--- config.mk ---
export PLATFORM = sky130hd
export DESIGN_NAME = decimal_text_to_fixed_scanner_flat
export DESIGN_NICKNAME = d
export VERILOG_FILES = /design/src/rtl/dtfs_pkg.sv /design/src/rtl/dtfs_in_if.sv /design/src/rtl/dtfs_out_if.sv /design/src/rtl/dtfs_div.sv /design/src/rtl/dtfs_seq.sv /design/src/rtl/decimal_text_to_fixed_scanner.sv /design/src/flat_wrapper.sv
export SDC_FILE = /design/constraint.sdc
export NUM_CORES = 1
export LEC_CHECK = 0
export ABC_AREA = 1
export ABC_CLOCK_PERIOD_IN_PS = 6500
export BUFFER_PORTS_ARGS = -buffer_cell sky130_fd_sc_hd__buf_4
export CORE_UTILIZATION = 63
export CTS_CLUSTER_SIZE = 10
export DETAILED_ROUTE_END_ITERATION = 16
export PLACE_DENSITY = 0.82
export SYNTH_ARGS = -nofsm -noshare
export SYNTH_HDL_FRONTEND = slang
export SYNTH_HIERARCHICAL = 1
export SYNTH_SLANG_ARGS = --single-unit
--- constraint.sdc ---
create_clock -name clk -period 6.5 [get_ports clk]
set_input_delay 0.65 -clock clk [delete_from_list [all_inputs] [get_ports clk]]
set_output_delay 0.65 -clock clk [all_outputs]
set_load 0.005 [all_outputs]
--- src/rtl/dtfs_pkg.sv ---
package dtfs_pkg;

    localparam int CH_W       = 8;
    localparam int INT_W      = 31;
    localparam int FRAC_W     = 32;
    localparam int FACC_W     = 30;
    localparam int FCNT_W     = 4;
    localparam int SPAN_W     = 16;
    localparam int FRAC_DIGITS_DEF = 9;

    localparam logic [CH_W-1:0] CH_ZERO  = 8'd48;
    localparam logic [CH_W-1:0] CH_NINE  = 8'd57;
    localparam logic [CH_W-1:0] CH_DOT   = 8'd46;
    localparam logic [CH_W-1:0] CH_SPACE = 8'd32;
    localparam logic [CH_W-1:0] CH_TAB   = 8'd9;
    localparam logic [CH_W-1:0] CH_CR    = 8'd13;

    localparam logic [INT_W-1:0]  INT_MAX  = {INT_W{1'b1}};
    localparam logic [SPAN_W-1:0] SPAN_MAX = {SPAN_W{1'b1}};

    typedef enum logic [2:0] {
        PH_IDLE,
        PH_WS,
        PH_INT,
        PH_DOT,
        PH_FRAC,
        PH_HALT
    } phase_t;

    typedef enum logic [2:0] {
        SQ_READY,
        SQ_EVAL,
        SQ_DIV,
        SQ_TOK,
        SQ_NONE
    } seq_state_t;

    typedef struct packed {
        logic                status;
        logic [INT_W-1:0]    int_part;
        logic [FRAC_W-1:0]   frac_part;
        logic [SPAN_W-1:0]   consumed;
        logic                last;
    } res_t;

    typedef struct packed {
        logic                start;
        logic [FACC_W-1:0]   num;
        logic [FCNT_W-1:0]   count;
    } div_req_t;

    typedef struct packed {
        logic                done;
        logic [FRAC_W-1:0]   quot;
    } div_rsp_t;

    function automatic logic [FACC_W-1:0] pow10(input logic [FCNT_W-1:0] n);
        logic [FACC_W-1:0] p;
        case (n)
            4'd1:    p = 30'd10;
            4'd2:    p = 30'd100;
            4'd3:    p = 30'd1000;
            4'd4:    p = 30'd10000;
            4'd5:    p = 30'd100000;
            4'd6:    p = 30'd1000000;
            4'd7:    p = 30'd10000000;
            4'd8:    p = 30'd100000000;
            4'd9:    p = 30'd1000000000;
            default: p = 30'd1;
        endcase
        return p;
    endfunction

endpackage

--- src/rtl/dtfs_in_if.sv ---
interface dtfs_in_if;

    logic                          valid;
    logic                          ready;
    logic [dtfs_pkg::CH_W-1:0]     ch;
    logic                          first;

    modport source (output valid, output ch, output first, input ready);
    modport sink   (input valid, input ch, input first, output ready);

endinterface

--- src/rtl/dtfs_out_if.sv ---
interface dtfs_out_if;

    logic                          valid;
    logic                          ready;
    logic                          status;
    logic [dtfs_pkg::INT_W-1:0]    int_part;
    logic [dtfs_pkg::FRAC_W-1:0]   frac_part;
    logic [dtfs_pkg::SPAN_W-1:0]   consumed;
    logic                          last;

    modport source (output valid, output status, output int_part, output frac_part,
                    output consumed, output last, input ready);
    modport sink   (input valid, input status, input int_part, input frac_part,
                    input consumed, input last, output ready);

endinterface

--- src/rtl/dtfs_div.sv ---
module dtfs_div
(
    input  logic                clk,
    input  logic                rst_n,
    input  dtfs_pkg::div_req_t  req,
    output dtfs_pkg::div_rsp_t  rsp
);

    localparam int CNT_W = $clog2(dtfs_pkg::FRAC_W);
    localparam logic [CNT_W-1:0] CNT_LAST = CNT_W'(dtfs_pkg::FRAC_W - 1);

    logic                          busy_reg;
    logic                          done_reg;
    logic [CNT_W-1:0]              cnt_reg;
    logic [dtfs_pkg::FACC_W-1:0]   rem_reg;
    logic [dtfs_pkg::FACC_W-1:0]   den_reg;
    logic [dtfs_pkg::FRAC_W-1:0]   quot_reg;

    logic [dtfs_pkg::FACC_W:0]     shifted;
    logic                          fits;

    // one quotient bit per cycle, restoring
    assign shifted = {rem_reg, 1'b0};
    assign fits    = shifted >= {1'b0, den_reg};

    always_ff @(posedge clk or negedge rst_n)
    begin
        if (!rst_n)
        begin
            busy_reg <= 1'b0;
            done_reg <= 1'b0;
            cnt_reg  <= '0;
        end
        else
        begin
            done_reg <= 1'b0;
            if (req.start)
            begin
                busy_reg <= 1'b1;
                cnt_reg  <= '0;
            end
            else if (busy_reg)
            begin
                cnt_reg <= cnt_reg + 1'b1;
                if (cnt_reg == CNT_LAST)
                begin
                    busy_reg <= 1'b0;
                    done_reg <= 1'b1;
                end
            end
        end
    end

    always_ff @(posedge clk)
    begin
        if (req.start)
        begin
            rem_reg  <= req.num;
            den_reg  <= dtfs_pkg::pow10(req.count);
            quot_reg <= '0;
        end
        else if (busy_reg)
        begin
            if (fits)
            begin
                rem_reg  <= dtfs_pkg::FACC_W'(shifted - {1'b0, den_reg});
                quot_reg <= {quot_reg[dtfs_pkg::FRAC_W-2:0], 1'b1};
            end
            else
            begin
                rem_reg  <= shifted[dtfs_pkg::FACC_W-1:0];
                quot_reg <= {quot_reg[dtfs_pkg::FRAC_W-2:0], 1'b0};
            end
        end
    end

    assign rsp.done = done_reg;
    assign rsp.quot = quot_reg;

endmodule

--- src/rtl/dtfs_seq.sv ---
module dtfs_seq
#(
    parameter int FRAC_DIGITS = dtfs_pkg::FRAC_DIGITS_DEF
)
(
    input  logic                clk,
    input  logic                rst_n,
    dtfs_in_if.sink             text,
    input  logic                out_free,
    output logic                res_wr,
    output dtfs_pkg::res_t      res,
    output dtfs_pkg::div_req_t  div_req,
    input  dtfs_pkg::div_rsp_t  div_rsp
);

    localparam logic [dtfs_pkg::FCNT_W-1:0] FCNT_LIM = dtfs_pkg::FCNT_W'(FRAC_DIGITS);

    dtfs_pkg::seq_state_t           state_reg, state_next;
    dtfs_pkg::phase_t               phase_reg, phase_next;
    logic [dtfs_pkg::INT_W-1:0]     int_acc_reg, int_acc_next;
    logic [dtfs_pkg::FACC_W-1:0]    frac_acc_reg, frac_acc_next;
    logic [dtfs_pkg::FCNT_W-1:0]    frac_count_reg, frac_count_next;
    logic [dtfs_pkg::SPAN_W-1:0]    span_reg, span_next;
    logic [dtfs_pkg::CH_W-1:0]      ch_reg;

    logic                           accept;
    logic                           is_ws, is_dig, is_dot;
    logic [3:0]                     digit;
    logic                           tok_c, none_c, halted;
    logic                           step_en, tok_wr, none_wr;
    logic [dtfs_pkg::INT_W+3:0]     int_mul;
    logic [dtfs_pkg::FACC_W+3:0]    frac_mul;
    logic [dtfs_pkg::SPAN_W:0]      span_sum;

    assign accept = text.valid && text.ready;

    // character classes of the held character
    always_comb
    begin
        is_ws  = (ch_reg == dtfs_pkg::CH_SPACE) ||
                 (ch_reg inside {[dtfs_pkg::CH_TAB:dtfs_pkg::CH_CR]});
        is_dig = ch_reg inside {[dtfs_pkg::CH_ZERO:dtfs_pkg::CH_NINE]};
        is_dot = ch_reg == dtfs_pkg::CH_DOT;
        digit  = 4'(ch_reg - dtfs_pkg::CH_ZERO);
    end

    // token end and no-number decisions for the current phase
    always_comb
    begin
        tok_c  = 1'b0;
        none_c = 1'b0;
        halted = 1'b0;
        case (phase_reg)
            dtfs_pkg::PH_IDLE: none_c = !is_ws && !is_dig && !is_dot;
            dtfs_pkg::PH_WS:   tok_c  = !is_ws && !is_dig && !is_dot;
            dtfs_pkg::PH_INT:  tok_c  = !is_dig && !is_dot;
            dtfs_pkg::PH_DOT:
            begin
                tok_c  = !is_dig && (span_reg != '0);
                none_c = !is_dig && (span_reg == '0);
            end
            dtfs_pkg::PH_FRAC: tok_c  = !is_dig;
            default:           halted = 1'b1;
        endcase
    end

    always_comb
    begin
        state_next = state_reg;
        case (state_reg)
            dtfs_pkg::SQ_READY:
            begin
                if (accept)
                    state_next = dtfs_pkg::SQ_EVAL;
            end
            dtfs_pkg::SQ_EVAL:
            begin
                if (halted)
                    state_next = dtfs_pkg::SQ_READY;
                else if (tok_c)
                    state_next = (frac_count_reg != '0) ? dtfs_pkg::SQ_DIV : dtfs_pkg::SQ_TOK;
                else if (none_c)
                    state_next = dtfs_pkg::SQ_NONE;
                else
                    state_next = dtfs_pkg::SQ_READY;
            end
            dtfs_pkg::SQ_DIV:
            begin
                if (div_rsp.done)
                    state_next = dtfs_pkg::SQ_TOK;
            end
            dtfs_pkg::SQ_TOK:
            begin
                if (out_free)
                    state_next = dtfs_pkg::SQ_EVAL;
            end
            dtfs_pkg::SQ_NONE:
            begin
                if (out_free)
                    state_next = dtfs_pkg::SQ_READY;
            end
            default: state_next = dtfs_pkg::SQ_READY;
        endcase
    end

    always_comb
    begin
        text.ready    = state_reg == dtfs_pkg::SQ_READY;
        step_en       = (state_reg == dtfs_pkg::SQ_EVAL) && !halted && !tok_c && !none_c;
        div_req.start = (state_reg == dtfs_pkg::SQ_EVAL) && tok_c && (frac_count_reg != '0);
        div_req.num   = frac_acc_reg;
        div_req.count = frac_count_reg;
        tok_wr        = (state_reg == dtfs_pkg::SQ_TOK) && out_free;
        none_wr       = (state_reg == dtfs_pkg::SQ_NONE) && out_free;
        res_wr        = tok_wr || none_wr;
        if (state_reg == dtfs_pkg::SQ_NONE)
        begin
            res.status    = 1'b1;
            res.int_part  = '0;
            res.frac_part = '0;
            res.consumed  = '0;
            res.last      = 1'b1;
        end
        else
        begin
            res.status    = 1'b0;
            res.int_part  = int_acc_reg;
            res.frac_part = (frac_count_reg != '0) ? div_rsp.quot : '0;
            res.consumed  = span_reg;
            // a second beat follows unless the character restarts a token
            res.last      = (phase_reg != dtfs_pkg::PH_DOT) && (is_ws || is_dot);
        end
    end

    // digit and length arithmetic
    always_comb
    begin
        int_mul  = ({4'b0, int_acc_reg} << 3) + ({4'b0, int_acc_reg} << 1) +
                   (dtfs_pkg::INT_W+4)'(digit);
        frac_mul = ({4'b0, frac_acc_reg} << 3) + ({4'b0, frac_acc_reg} << 1) +
                   (dtfs_pkg::FACC_W+4)'(digit);
        span_sum = {1'b0, span_reg} +
                   (dtfs_pkg::SPAN_W+1)'((phase_reg == dtfs_pkg::PH_DOT) ? 2 : 1);
    end

    always_comb
    begin
        phase_next      = phase_reg;
        int_acc_next    = int_acc_reg;
        frac_acc_next   = frac_acc_reg;
        frac_count_next = frac_count_reg;
        span_next       = span_reg;
        if (accept && text.first)
        begin
            phase_next      = dtfs_pkg::PH_IDLE;
            int_acc_next    = '0;
            frac_acc_next   = '0;
            frac_count_next = '0;
            span_next       = '0;
        end
        else if (step_en)
        begin
            if (is_dig)
            begin
                span_next = span_sum[dtfs_pkg::SPAN_W] ? dtfs_pkg::SPAN_MAX :
                            span_sum[dtfs_pkg::SPAN_W-1:0];
                if (phase_reg == dtfs_pkg::PH_DOT || phase_reg == dtfs_pkg::PH_FRAC)
                begin
                    phase_next = dtfs_pkg::PH_FRAC;
                    if (frac_count_reg < FCNT_LIM)
                    begin
                        frac_acc_next   = frac_mul[dtfs_pkg::FACC_W-1:0];
                        frac_count_next = frac_count_reg + 1'b1;
                    end
                end
                else
                begin
                    phase_next   = dtfs_pkg::PH_INT;
                    int_acc_next = (int_mul > {4'b0, dtfs_pkg::INT_MAX}) ? dtfs_pkg::INT_MAX :
                                   int_mul[dtfs_pkg::INT_W-1:0];
                end
            end
            else if (is_ws)
            begin
                phase_next = dtfs_pkg::PH_WS;
                span_next  = span_sum[dtfs_pkg::SPAN_W] ? dtfs_pkg::SPAN_MAX :
                             span_sum[dtfs_pkg::SPAN_W-1:0];
            end
            else
            begin
                phase_next = dtfs_pkg::PH_DOT;
            end
        end
        else if (tok_wr || none_wr)
        begin
            int_acc_next    = '0;
            frac_acc_next   = '0;
            frac_count_next = '0;
            span_next       = '0;
            // an empty dot token is left behind so the character gives no-number
            if (none_wr)
                phase_next = dtfs_pkg::PH_HALT;
            else if (phase_reg == dtfs_pkg::PH_DOT)
                phase_next = dtfs_pkg::PH_DOT;
            else
                phase_next = dtfs_pkg::PH_IDLE;
        end
    end

    always_ff @(posedge clk or negedge rst_n)
    begin
        if (!rst_n)
        begin
            state_reg      <= dtfs_pkg::SQ_READY;
            phase_reg      <= dtfs_pkg::PH_IDLE;
            int_acc_reg    <= '0;
            frac_acc_reg   <= '0;
            frac_count_reg <= '0;
            span_reg       <= '0;
        end
        else
        begin
            state_reg      <= state_next;
            phase_reg      <= phase_next;
            int_acc_reg    <= int_acc_next;
            frac_acc_reg   <= frac_acc_next;
            frac_count_reg <= frac_count_next;
            span_reg       <= span_next;
        end
    end

    always_ff @(posedge clk)
    begin
        if (accept)
            ch_reg <= text.ch;
    end

endmodule

--- src/rtl/decimal_text_to_fixed_scanner.sv ---
// Scans text one character per beat and returns one result beat per numeric token:
// integer part saturated at 2^31-1, the fraction as Q0.32 truncated, and the token
// length including leading whitespace. A character that produces no result is
// accepted and then evaluated. A token ending with fraction digits then goes through
// the restoring divider: 32 quotient bits, one per cycle, then the finish flag. A token
// beat is written and then the character is evaluated again; a no-number beat is only
// written. Either beat may wait for the output register to free up. A no-number
// beat halts the scanner until a character marked first arrives.
module decimal_text_to_fixed_scanner
#(
    parameter int FRAC_DIGITS = dtfs_pkg::FRAC_DIGITS_DEF
)
(
    input  logic        clk,
    input  logic        rst_n,
    dtfs_in_if.sink     text,
    dtfs_out_if.source  result
);

    dtfs_pkg::div_req_t div_req;
    dtfs_pkg::div_rsp_t div_rsp;
    dtfs_pkg::res_t     res;
    dtfs_pkg::res_t     res_reg;
    logic               res_wr;
    logic               out_valid_reg;
    logic               out_free;

    assign out_free = !out_valid_reg || result.ready;

    dtfs_seq #(
        .FRAC_DIGITS (FRAC_DIGITS)
    ) u_seq (
        .clk      (clk),
        .rst_n    (rst_n),
        .text     (text),
        .out_free (out_free),
        .res_wr   (res_wr),
        .res      (res),
        .div_req  (div_req),
        .div_rsp  (div_rsp)
    );

    dtfs_div u_div (
        .clk   (clk),
        .rst_n (rst_n),
        .req   (div_req),
        .rsp   (div_rsp)
    );

    // output beat register
    always_ff @(posedge clk or negedge rst_n)
    begin
        if (!rst_n)
            out_valid_reg <= 1'b0;
        else if (res_wr)
            out_valid_reg <= 1'b1;
        else if (result.ready)
            out_valid_reg <= 1'b0;
    end

    always_ff @(posedge clk)
    begin
        if (res_wr)
            res_reg <= res;
    end

    assign result.valid     = out_valid_reg;
    assign result.status    = res_reg.status;
    assign result.int_part  = res_reg.int_part;
    assign result.frac_part = res_reg.frac_part;
    assign result.consumed  = res_reg.consumed;
    assign result.last      = res_reg.last;

    a_wr_free: assert property (@(posedge clk) disable iff (!rst_n)
        res_wr |-> out_free)
        else $error("result written over a pending beat");

    a_none_beat: assert property (@(posedge clk) disable iff (!rst_n)
        (result.valid && result.status) |->
            (result.last && result.int_part == '0 && result.consumed == '0))
        else $error("no-number beat malformed");

    a_tok_len: assert property (@(posedge clk) disable iff (!rst_n)
        (result.valid && !result.status) |-> (result.consumed != '0))
        else $error("token beat with zero length");

    a_eval_gap: assert property (@(posedge clk) disable iff (!rst_n)
        (text.valid && text.ready) |=> !text.ready)
        else $error("character accepted before evaluation");

endmodule

--- src/flat_wrapper.sv ---
// flat-port wrapper written by rule: the top's interface ports become plain ports
module decimal_text_to_fixed_scanner_flat 
#(
    parameter int FRAC_DIGITS = dtfs_pkg::FRAC_DIGITS_DEF
)
  (clk, rst_n, text_valid, text_ch, text_first, text_ready, result_valid, result_status, result_int_part, result_frac_part, result_consumed, result_last, result_ready);
  dtfs_in_if text_i ();
  dtfs_out_if result_i ();
  input  logic clk;
  input  logic rst_n;
  input wire logic [$bits(text_i.valid)-1:0] text_valid;
  input wire logic [$bits(text_i.ch)-1:0] text_ch;
  input wire logic [$bits(text_i.first)-1:0] text_first;
  output wire logic [$bits(text_i.ready)-1:0] text_ready;
  output wire logic [$bits(result_i.valid)-1:0] result_valid;
  output wire logic [$bits(result_i.status)-1:0] result_status;
  output wire logic [$bits(result_i.int_part)-1:0] result_int_part;
  output wire logic [$bits(result_i.frac_part)-1:0] result_frac_part;
  output wire logic [$bits(result_i.consumed)-1:0] result_consumed;
  output wire logic [$bits(result_i.last)-1:0] result_last;
  input wire logic [$bits(result_i.ready)-1:0] result_ready;
  assign text_i.valid = text_valid;
  assign text_i.ch = text_ch;
  assign text_i.first = text_first;
  assign text_ready = text_i.ready;
  assign result_valid = result_i.valid;
  assign result_status = result_i.status;
  assign result_int_part = result_i.int_part;
  assign result_frac_part = result_i.frac_part;
  assign result_consumed = result_i.consumed;
  assign result_last = result_i.last;
  assign result_i.ready = result_ready;
  decimal_text_to_fixed_scanner #(.FRAC_DIGITS(FRAC_DIGITS)) u_core (.clk(clk), .rst_n(rst_n), .text(text_i), .result(result_i));
endmodule
==> summary.md <==
| Metric | Value |
|---|---|
| Status | `complete, no violations` |
| Share of cells above drive strength 1 | `0.0698` |
| Ys async rst share | `0.353` |
| Clock slew at reported path FFs | `60 ps` |
| Clock network latency to the later pin of the worst-skew pair | `560 ps` |
| Crit path DAT | `4270 ps` |
| I/O pin cnt | `96` |
| Leakage power | `10.3 nW` |
| Sequential cell area fraction in the yosys report | `0.401` |
| Final net count | `2656` |
| Period minus WS final | `4060 ps` |
| Vias/cell | `5.60` |
| Peak VDD IR | `0.227 mV` |
| DR vias | `16200` |
| Die Height | `172 um` |
| Final Cycle Share | `0.624` |
| Final Non-Filler Cells | `2884` |
| WHS | `38.9 ps` |
| Largest net degree at the start of global routing | `83` |
| Die area | `29500 sq um` |
| Top delay family on crit path | `buffers and inverters` |
| GP Congestion | `1.02` |
| Layout area overhead | `10.4%` |
| Remaining antenna violation count | `0` |
| FMAX | `0.246 GHz` |
| Startpoint types | `flip-flop` |
| Crit-path slowest cell | `nand2_2` |
| First-pass GRT wire length | `74.9 mm` |
| Rel. slew slack | `0.224` |
| CTS max path bufs | `3` |
| Hold buffers post-CTS | `0` |
| Vias in the first global route | `15400` |
| Setup repair bufs after CTS | `0` |
| Avg Inst Size Synth | `7.56 sq um` |
| Critical Path Fanout Max | `74` |
| Placed Cells | `2826` |
| Fin Setup TNS | `0 ps` |
| CTS tree | `built` |
| Fin. max-slew vios | `0` |
| Leading cell types by total area after synthesis | `edfxtp_1 24%, nand2_1 15%, dfrtp_1 13%` |
| Final wirelength | `47.0 mm` |
| Initial antenna violation count | `1` |
| Total of max-cap violations | `0` |
| Clock Skew | `10.2 ps` |
| Number of synthesized register bits | `269` |
| Die extent in x | `172 um` |
| Register area | `7280 sq um` |
| 1st-iter DRT viols | `1433` |
| HP Class | `in2async` |
| GRT Total Usage | `0.321` |
| Share of the synthesized area in the top cell type | `0.235` |
| Synthesized area | `18100 sq um` |
| Row cnt | `61` |
| Worst setup EP type | `flip-flop` |
| Reg-to-reg slack, setup | `2440 ps` |
| Post-CTS Resized | `0` |
| Gate Count Post-Synth | `2399` |
| Syn Nets | `2574` |
| Crit path largest cell delay | `650 ps` |
| Final hold violations | `0` |
| Pwr Density | `255 nW/um^2` |
| CTS buffer count | `31` |
| Yosys Warn Count | `6` |
| Count of different cell masters after synthesis | `44` |
| WL/cell | `16.3 um` |
| Final setup violating endpoints | `0` |
| Max H-tree Level | `1` |
| Critical path data required time | `6720 ps` |
| DP Wirelength | `34.9 mm` |
| Antenna cell count | `0` |
| Ys flop type | `edfxtp_1` |
| Pre-antenna DRT Iters | `6` |
| Unrepaired setup endpoints after global routing | `no` |
| Largest area contributor in the netlist | `edfxtp_1` |
| DRC Markers | `0` |
| Critical path class | `reg2reg` |
| Clock root buffer | `clkbuf_16` |
| Clock Sink Count | `269` |
| Worst path bufs/invs | `4` |
| Number of port buffers | `95` |
| Fillers | `2341` |
| Core Area | `28100 sq um` |
| Area occupied by multi-input gates | `9400 sq um` |
| Initial Util | `0.646` |
| Gr ovfl total | `0` |
| Measured slew at the worst slew-check pin | `1160 ps` |
| Number of flops mapped to enable cells by yosys | `142` |
| Critical path, cell by cell | `inv_1 > a21oi_1 > nor2_2 > nor3_2 > nand3_1 > nor2_4 > buf_4 > inv_1 > nand2_2 > buf_4` |
-- area by class of cell --
class                   count  area share
repair buffers            104      0.0390
flip-flops and latches    269       0.363
clock inverters             3     0.00150
inverters                 318      0.0596
well taps                 378      0.0236
multi-input cells        1757       0.469
clock buffers              55      0.0437
-- report_power, final --
| group | switching [W] | internal (W) | total (W) |
|---|---|---|---|
| sequential | 0.000147 | 0.00214 | 0.00229 |
| combinational | 0.000816 | 0.000447 | 0.00126 |
| clock | 0.000659 | 0.000905 | 0.00156 |
| total | 0.00162 | 0.00349 | 0.00511 |
-- worst register-to-register path, delay by kind of cell, from the launching register on --
family | cells | cell delay [ps]
buffers and inverters | 4 | 1810
AND/OR/NAND/NOR | 5 | 1270
flip-flops | 1 | 420
AO/OA/AOI/OAI | 1 | 190
-- routing by layer --
layer  vias up  track usage  part of all wire
li1       7970            -                 -
met1      7512        0.409              0.42
met2       546        0.559              0.49
met3       132       0.0377             0.054
met4         2        0.121             0.038
met5         -            0           0.00017
-- kinds of logic (layout without fill, tap and decap cells) --
family          after synthesis  count (layout)  share of synthesized area
compound gates              292             292                     0.0882
simple gates               1232            1232                      0.280
flops                       269             269                      0.401
fa+ha+maj                   162             162                      0.114
buf+inv                     373             480                     0.0816
xor+xnor                     71              71                     0.0343
-- cells in the mapped netlist, types with 8 or more instances --
cell type  instances
nand3_1          136
dfxtp_1           32
a21oi_1          112
o21bai_1           8
o21ai_0           84
buf_2             13
o21ai_1           26
dfrtp_1           95
xor2_1            28
ha_1             156
nand4_1           27
edfxtp_1         142
nor3_1            30
nand2_1          708
inv_2              8
inv_1            310
clkbuf_1          26
o22ai_1           33
o21a_1             9
nor2_1           280
xnor2_1           43
nand3b_1          15
-- through the flow --
step	cell area [sq um]	util	worst slack, ps	total power, W
after global placement	19100	0.681	2650	0.00351
after floorplan	18100	-	802	0.00310
after detailed placement	19100	0.681	2510	0.00355
final	20000	0.713	2440	0.00511
after global routing	20000	0.713	2050	0.00538
after CTS	20000	0.713	2500	0.00514
-- cells in the final DEF, fill, tap and decap left out, drive strengths merged, types with 8 or more instances in the layout --
cell type  synthesis  final
ha               156    156
o21bai             8      8
nand3            140    140
o21a               9      9
nand3b            15     15
dfxtp             32     32
dfrtp             95     95
clkbuf            26     55
a21oi            112    112
xnor2             43     43
nand2            714    714
o21ai            111    111
nor2             288    288
edfxtp           142    142
inv              318    319
buf               29    104
xor2              28     28
o22ai             33     33
nand4             27     27
nor3              31     31
-- path summary, 6_finish.rpt --
| kind | cells after the start | startpoint | end |
|---|---|---|---|
| max | 10 | u_core/u_seq/ch_reg[2] | u_core/u_div/rem_reg[0] |
| min | 1 | rst_n | u_core/u_seq/frac_acc_reg[15] |
| max reg2reg | 10 | u_core/u_seq/ch_reg[2] | u_core/u_div/rem_reg[0] |
| min reg2reg | 2 | u_core/u_div/quot_reg[0] | u_core/u_div/quot_reg[1] |
| max in group asynchronous | 2 | rst_n | u_core/u_seq/int_acc_reg[21] |
| min in group clk | 1 | text_ch[3] | u_core/u_seq/ch_reg[3] |
Note: power is estimated with default switching activity, not from simulation.
